**src/hdl/tcrc_pkg.sv**
```systemverilog
// Shared types and constants for the transitive closure rank counter.
// Used by tcrc_engine, transitive_closure_rank_count and the testbench.
`default_nettype none

package tcrc_pkg;

    localparam int MAX_NODES = 64;
    localparam int ADDR_W    = $clog2(MAX_NODES);
    localparam int CNT_W     = $clog2(MAX_NODES + 1);
    localparam int ID_W      = 7;
    localparam int OUT_W     = 7;
    localparam int CMP_W     = ((ID_W > CNT_W) ? ID_W : CNT_W) + 1;

    typedef logic [MAX_NODES-1:0] row_t;

    typedef struct packed {
        logic              wr_en;
        logic [ADDR_W-1:0] wr_addr;
        logic [ADDR_W-1:0] rd_addr;
    } ram_req_t;

    typedef enum logic [3:0] {
        S_IDLE,
        S_EDGE_RD,
        S_K_RD,
        S_K_LATCH,
        S_I_RD,
        S_I_WR,
        S_C_RD,
        S_C_LATCH,
        S_J_RD,
        S_J_CHK,
        S_DONE
    } state_t;

endpackage

`default_nettype wire

```
**src/hdl/tcrc_engine.sv**
```systemverilog
// Sequencer and shared row unit: edge insert, Warshall closure, rank count.
// Depends on tcrc_pkg; drives the reachability row RAM in the top level.
`default_nettype none

module tcrc_engine
    import tcrc_pkg::*;
(
    input  wire logic             clk,
    input  wire logic             rst_n,
    input  wire logic             start,
    output logic                  busy,
    input  wire logic [ID_W-1:0]  from_node,
    input  wire logic [ID_W-1:0]  to_node,
    input  wire logic             last_edge,
    input  wire logic [CNT_W-1:0] node_limit,
    output ram_req_t              ram_req,
    output row_t                  ram_wdata,
    input  wire row_t             ram_rdata,
    output logic                  done,
    output logic [OUT_W-1:0]      count
);

    state_t            state_reg, state_next;
    logic [CNT_W-1:0]  k_reg, k_next;
    logic [CNT_W-1:0]  i_reg, i_next;
    logic [CNT_W-1:0]  j_reg, j_next;
    logic [CNT_W-1:0]  tally_reg, tally_next;
    logic              all_reg, all_next;
    row_t              valid_reg, valid_next;

    // payload registers
    row_t              hold_reg, hold_next;
    logic [ADDR_W-1:0] row_addr_reg, row_addr_next;
    logic [ADDR_W-1:0] col_reg, col_next;
    logic              last_reg, last_next;
    logic [ADDR_W-1:0] rd_addr_reg;

    logic [CMP_W-1:0]  a_ext, b_ext;
    logic              edge_ok;
    row_t              rd_row;
    logic [CNT_W-1:0]  k_inc, i_inc, j_inc;
    logic [CMP_W-1:0]  tally_ext;
    logic              pair_ok;

    assign a_ext   = CMP_W'(from_node);
    assign b_ext   = CMP_W'(to_node);
    assign edge_ok = (a_ext != '0) && (b_ext != '0) && (a_ext != b_ext)
                     && (a_ext <= CMP_W'(MAX_NODES)) && (b_ext <= CMP_W'(MAX_NODES));

    // rows never written since the last clear read as zero
    assign rd_row  = valid_reg[rd_addr_reg] ? ram_rdata : '0;

    assign k_inc   = k_reg + 1'b1;
    assign i_inc   = i_reg + 1'b1;
    assign j_inc   = j_reg + 1'b1;

    assign pair_ok = (j_reg == i_reg) || hold_reg[j_reg[ADDR_W-1:0]]
                     || rd_row[i_reg[ADDR_W-1:0]];

    assign tally_ext = CMP_W'(tally_reg);
    assign count     = (state_reg == S_DONE) ? tally_ext[OUT_W-1:0] : '0;
    assign done      = (state_reg == S_DONE);
    assign busy      = (state_reg != S_IDLE);

    always_ff @(posedge clk or negedge rst_n)
    begin
        if (!rst_n)
        begin
            state_reg <= S_IDLE;
            k_reg     <= '0;
            i_reg     <= '0;
            j_reg     <= '0;
            tally_reg <= '0;
            all_reg   <= 1'b0;
            valid_reg <= '0;
        end
        else
        begin
            state_reg <= state_next;
            k_reg     <= k_next;
            i_reg     <= i_next;
            j_reg     <= j_next;
            tally_reg <= tally_next;
            all_reg   <= all_next;
            valid_reg <= valid_next;
        end
    end

    always_ff @(posedge clk)
    begin
        hold_reg     <= hold_next;
        row_addr_reg <= row_addr_next;
        col_reg      <= col_next;
        last_reg     <= last_next;
        rd_addr_reg  <= ram_req.rd_addr;
    end

    always_comb
    begin
        state_next    = state_reg;
        k_next        = k_reg;
        i_next        = i_reg;
        j_next        = j_reg;
        tally_next    = tally_reg;
        all_next      = all_reg;
        valid_next    = valid_reg;
        hold_next     = hold_reg;
        row_addr_next = row_addr_reg;
        col_next      = col_reg;
        last_next     = last_reg;
        ram_req.wr_en   = 1'b0;
        ram_req.wr_addr = row_addr_reg;
        ram_req.rd_addr = row_addr_reg;
        ram_wdata       = '0;

        case (state_reg)
            S_IDLE:
            begin
                if (start)
                begin
                    row_addr_next   = ADDR_W'(a_ext - 1'b1);
                    col_next        = ADDR_W'(b_ext - 1'b1);
                    last_next       = last_edge;
                    ram_req.rd_addr = ADDR_W'(a_ext - 1'b1);
                    k_next          = '0;
                    if (edge_ok)
                    begin
                        state_next = S_EDGE_RD;
                    end
                    else if (last_edge)
                    begin
                        state_next = (node_limit == '0) ? S_DONE : S_K_RD;
                    end
                end
            end

            // read-modify-write of the source row
            S_EDGE_RD:
            begin
                ram_req.wr_en   = 1'b1;
                ram_req.wr_addr = row_addr_reg;
                ram_wdata       = rd_row | (row_t'(1) << col_reg);
                valid_next[row_addr_reg] = 1'b1;
                if (!last_reg)
                begin
                    state_next = S_IDLE;
                end
                else
                begin
                    state_next = (node_limit == '0) ? S_DONE : S_K_RD;
                end
            end

            S_K_RD:
            begin
                ram_req.rd_addr = k_reg[ADDR_W-1:0];
                state_next      = S_K_LATCH;
            end

            S_K_LATCH:
            begin
                hold_next  = rd_row;
                i_next     = '0;
                state_next = S_I_RD;
            end

            S_I_RD:
            begin
                ram_req.rd_addr = i_reg[ADDR_W-1:0];
                state_next      = S_I_WR;
            end

            // row i picks up row k when i reaches k
            S_I_WR:
            begin
                ram_req.wr_addr = i_reg[ADDR_W-1:0];
                ram_wdata       = rd_row | hold_reg;
                if (rd_row[k_reg[ADDR_W-1:0]])
                begin
                    ram_req.wr_en = 1'b1;
                    valid_next[i_reg[ADDR_W-1:0]] = 1'b1;
                end
                i_next = i_inc;
                if (i_inc == node_limit)
                begin
                    k_next = k_inc;
                    if (k_inc == node_limit)
                    begin
                        i_next     = '0;
                        tally_next = '0;
                        state_next = S_C_RD;
                    end
                    else
                    begin
                        state_next = S_K_RD;
                    end
                end
                else
                begin
                    state_next = S_I_RD;
                end
            end

            S_C_RD:
            begin
                ram_req.rd_addr = i_reg[ADDR_W-1:0];
                state_next      = S_C_LATCH;
            end

            S_C_LATCH:
            begin
                hold_next  = rd_row;
                j_next     = '0;
                all_next   = 1'b1;
                state_next = S_J_RD;
            end

            S_J_RD:
            begin
                ram_req.rd_addr = j_reg[ADDR_W-1:0];
                state_next      = S_J_CHK;
            end

            // node i against node j: i reaches j or j reaches i
            S_J_CHK:
            begin
                all_next = all_reg & pair_ok;
                j_next   = j_inc;
                if (j_inc == node_limit)
                begin
                    if (all_reg && pair_ok)
                    begin
                        tally_next = tally_reg + 1'b1;
                    end
                    i_next = i_inc;
                    state_next = (i_inc == node_limit) ? S_DONE : S_C_RD;
                end
                else
                begin
                    state_next = S_J_RD;
                end
            end

            S_DONE:
            begin
                valid_next = '0;
                tally_next = '0;
                state_next = S_IDLE;
            end

            default:
            begin
                state_next = S_IDLE;
            end
        endcase
    end

endmodule

`default_nettype wire

```
**config.mk**
```make
export PLATFORM = sky130hd
export DESIGN_NAME = tcrc_engine
export DESIGN_NICKNAME = d
export VERILOG_FILES = /design/src/hdl/tcrc_pkg.sv /design/src/hdl/tcrc_engine.sv
export SDC_FILE = /design/constraint.sdc
export NUM_CORES = 1
export LEC_CHECK = 0
export BUFFER_PORTS_ARGS = -buffer_cell sky130_fd_sc_hd__buf_4
export CORE_UTILIZATION = 60
export DETAILED_ROUTE_END_ITERATION = 16
export PLACE_DENSITY_LB_ADDON = 0.15
export REMOVE_ABC_BUFFERS = 1
export SYNTH_ARGS = -nofsm -noshare
export SYNTH_HDL_FRONTEND = slang
export SYNTH_SLANG_ARGS = --single-unit
```
**constraint.sdc**
```tcl
create_clock -name clk -period 11.9 [get_ports clk]
set_input_delay 1.785 -clock clk [delete_from_list [all_inputs] [get_ports clk]]
set_output_delay 1.785 -clock clk [all_outputs]
set_load 0.1 [all_outputs]
```
# Word-level counts from Yosys, hierarchy flattened
# Cells that the tools add are included.
[totals] input_bits=89 wordCells=127 register_bits=180
[op_classes] n_reduce_logical=27 n_lt_le_gt_ge=9 bitwise=5 n_mux=45 n_eq_ne=22 add_sub_neg=6 shifts=1
[ops] operator="64-bit OR" count=4
[ops] operator="64-bit case mux with 3 select lines" count=1
[ops] operator="64-bit two-way mux" count=2
[ops] operator="64-bit case mux with 2 select lines" count=1
[ops] operator="7-bit two-way mux" count=10
[ops] operator="1-bit by 6-bit << shifter with 64-bit output, first input constant" count=1
[ops] operator="7-bit case mux with 2 select lines" count=3
[ops] operator="7-bit case mux with 3 select lines" count=2
[ops] operator="4-bit case mux with 10 select lines" count=1
[ops] operator="6-bit by 7-bit < comparator with 1-bit output, second input constant" count=5
[ops] operator="4-bit two-way mux" count=8
[ops] operator="7-bit by 1-bit adder with 7-bit output, second input constant" count=4
[ops] operator="7-bit equality test" count=4
[ops] operator="1-bit binary-select mux with 6-bit select" count=4
[ops] operator="6-bit case mux with 4 select lines" count=1
[ops] operator="4-bit by 3-bit equality test with 1-bit output, second input constant" count=4
[ops] operator="8-bit nonzero test" count=2
[ops] operator="7-bit less-or-equal comparator, second input constant" count=2
[ops] operator="1-bit demux with 6-bit select" count=2
[ops] operator="4-bit equality test, second input constant" count=3
[ops] operator="6-bit by 1-bit greater-or-equal comparator with 1-bit output, second input constant" count=2
[ops] operator="2-bit != test, second input constant" count=6
[ops] operator="6-bit by 1-bit subtractor with 6-bit output, second input constant" count=2
[ops] operator="3-bit nonzero test" count=3
[ops] operator="19 further kinds" count=38

# Longest topological paths before layout
[depth] depth_word=10 ltp_mapped=13 mapped_depth_nobuf=10

# Worst setup path after synthesis
# No wires, ideal clock.
[synth_path] kind="in2out" from="in ram_rdata[31]" to="out ram_req[12] in the netlist's numbering" arrival_ns=3.933 t_required_ns=10.115 path_slack_ns=6.182 cell_stages=9 path_cell_list="mux4_2 mux4_2 mux2_2 o211ai_1 nand2_1 nand2_1 buf_2 buf_2 inv_1"
[synth_rtl] item="from (decl)" line="tcrc_engine.sv:18" text="input wire row_t ram_rdata,"
[synth_rtl] item="to (decl)" line="tcrc_engine.sv:16" text="output ram_req_t ram_req,"

==> results.md <==
- P_leak: 5.63 nW
- CTS sink count: 180
- Most frequent cell after synthesis: nand2_1
- Crit-path max cell delay: 0.86 ns
- Worst-path clk slew: 0.07 ns
- Synthesis-to-layout area growth: 15.8%
- Routed len/inst: 24.5 um
- Max transition margin: 0.109
- Core box area: 20300 um^2
- Max-cap violations: 0
- Hold WS: 0.481 ns
- Number of global-route vias before repair: 11100
- Num CTS Buffers: 17
- Post-route design area: 14400 um^2
- DRT Pass-1 Iters: 7
- CP Class: register to output port
- Tcrit/Tclk final: 0.539
- Post-route total power: 4.61 mW
- CP arrival: 4.63 ns
- Post-synthesis instance total: 1295
- Async SR Flop Fraction: 0.539
- Met1 usage: 0.540
- Die footprint: 21400 um^2
- CTS H-tree depth: 4
- Post-Route Utilization: 0.711
- First-pass GRT wire length: 63200 um
- Placement Rows: 52
- Final cell count without fillers: 1679
- Die Span Y: 146 um
- Yosys cell types: 71
- WP data required: 10.12 ns
- Fmax: 156 MHz
- Cell Pwr Density: 319 nW/um^2
- Tot GR Track Use: 0.388
- Register area share after synthesis: 0.390
- Clock Tree Buf Depth: 2
- Area share of the largest cell type after synthesis: 0.195
- Synth cell count leaders: nand2_1 (152), nor2_1 (120), o21ai_0 (118), dfrtp_1 (97), edfxtp_1 (77)
- Fin crit period: 6.42 ns
- Die Wd: 146 um
- Leading area contributor after synthesis: dfrtp_1
- Worst-skew pair later-pin latency: 0.44 ns
- Tightest Hold Check Type: register to register
- Slew Viols, Final: 0
- Worst-margin pin slew: 1.33 ns
- Setup_tns: 0 ns
- Critical Path Fanout Max: 67
- Setup Skew: 0.00930 ns
- Final worst setup slack: 5.48 ns
- Global routing usage on met2: 0.575
- Crit. End Element: output port
- Crit start category: register
- Worst-path cell chain: mux4_2, mux4_2, and3_1, or4_4, o211ai_1, nand2_1, nand2_1, buf_4, inv_1, buf_4
- Antenna viol nets, final: 0
- # hold bufs at CTS: 0
- Buffers on Ports: 174
- Pre-CTS WS: 5.70 ns
- Placed insts: 1646
- Initial antenna violation count: 0
- Synth area leaders: dfrtp_1 (19%), edfxtp_1 (19%), mux4_2 (10%)
- Busiest grt layer: met2
- Vias per inst: 7.05
- YS warnings: 0
- RSZ-0062 raised after global routing: no
- Max stage delay cell, worst path: dfxtp_1
- Post-synth EDFFs: 77
- Cell Area, Synth: 12500 um^2
- DRC violations left: 0
- Final HPWL DP: 27800 um
- I/O pin count: 175
- Worst vdd ir: 0.368 mV
- Fillers: 1595
- Initial Util: 0.614
- Post-CTS sizing: 0
- Cell area after placement: 13800 um^2
- Share of cells above drive strength 1: 0.248
- DRT iter0 DRCs: 1758
- Grt total ovfl: 0
- Hold Violations, Final: 0
- Largest net degree at the start of global routing: 84
- Synth Flop Type: dfrtp_1
- Register-to-register setup slack: 7.47 ns
- Synthesized flop and latch total: 180
- Syn_area_per_cell: 9.63 um^2
- Met3 usage: 0.113
- Root Driver: clkbuf_16
- Post-CTS setup buffers: 0
- CTS tree: yes
- Status: finished clean
- Fin nets: 1492
- Final WL: 41200 um
- Vias: 11800
- GPL Wtd Cong: 0.936
- Final setup vio count: 0
[critical path, delay by kind of cell (launching register included)]
kind	cells	cell delay (ns)
AO/OA/AOI/OAI	1	0.24
multiplexers	2	0.94
flip-flops	1	0.86
AND/OR/NAND/NOR	4	1.24
buffers and inverters	3	0.82
[placed cells by master (no fill, tap or decap), types with 5 or more instances in the layout]
cell type / count
a21oi_1: 20
a221oi_1: 61
a221oi_2: 5
a22o_1: 6
a22oi_1: 64
a31oi_1: 5
and2_1: 30
and2_4: 45
and3_1: 20
buf_4: 192
clkbuf_16: 18
dfrtp_1: 96
dfxtp_1: 6
edfxtp_1: 77
ha_1: 8
inv_1: 17
mux2_2: 7
mux2i_1: 25
mux4_2: 56
nand2_1: 151
nand2b_1: 10
nand3_1: 30
nand3b_1: 7
nor2_1: 119
nor2b_1: 14
nor3_1: 29
nor3b_1: 5
o211ai_1: 9
o21ai_0: 118
o22ai_1: 7
o31ai_1: 6
o32a_1: 5
or3_1: 6
xnor2_1: 30
xor2_1: 27
[final timing paths]
check	from	end	depth (start not counted)
min in group asynchronous	rst_n	j_reg[0]$_DFFE_PN0P_	1
min	valid_reg[5]$_DFFE_PN0P_	valid_reg[5]$_DFFE_PN0P_	2
min reg2reg	valid_reg[5]$_DFFE_PN0P_	valid_reg[5]$_DFFE_PN0P_	2
max in group asynchronous	rst_n	valid_reg[28]$_DFFE_PN0P_	2
max reg2reg	k_reg[0]$_DFFE_PN0P_	tally_reg[5]$_DFFE_PN0P_	11
max	rd_addr_reg[2]$_DFF_P_	ram_req[12]	10
[report_power, final]
group / internal [mW] / leakage [nW] / switching (mW)
clock: 0.357 / 0.316 / 0.268
combinational: 0.863 / 3.40 / 1.97
sequential: 0.943 / 1.92 / 0.209
total: 2.16 / 5.63 / 2.44
[kinds of logic (layout without fill, tap and decap cells)]
kind of cell | Yosys count | count (layout) | synth area share
AND/OR/NAND/NOR | 500 | 500 | 0.204
multiplexers | 88 | 88 | 0.128
flip-flops | 180 | 180 | 0.390
adder cells (fa/ha/maj) | 8 | 8 | 0.00803
other | 0 | 1 | 0
buffers and inverters | 129 | 242 | 0.0447
XOR/XNOR | 58 | 58 | 0.0419
AO/OA/AOI/OAI | 332 | 332 | 0.184
[layer usage]
metal	vias to the layer above	part of all wire
met5	-	0
met4	0	0.034
met3	132	0.14
met2	969	0.44
met1	5707	0.38
li1	5033	-
[layout make-up]
type / count / area, um^2 / share of cell area
multi-input cells: 986 / 7070 / 0.490
flip-flops and latches: 180 / 4860 / 0.337
repair buffers: 192 / 1440 / 0.0999
clock buffers: 19 / 464 / 0.0322
well taps: 270 / 338 / 0.0234
clock inverters: 13 / 184 / 0.0127
inverters: 18 / 67.6 / 0.00468
diodes: 1 / 2.50 / 0.000173
No activity file was read; power rests on OpenSTA's default activity.
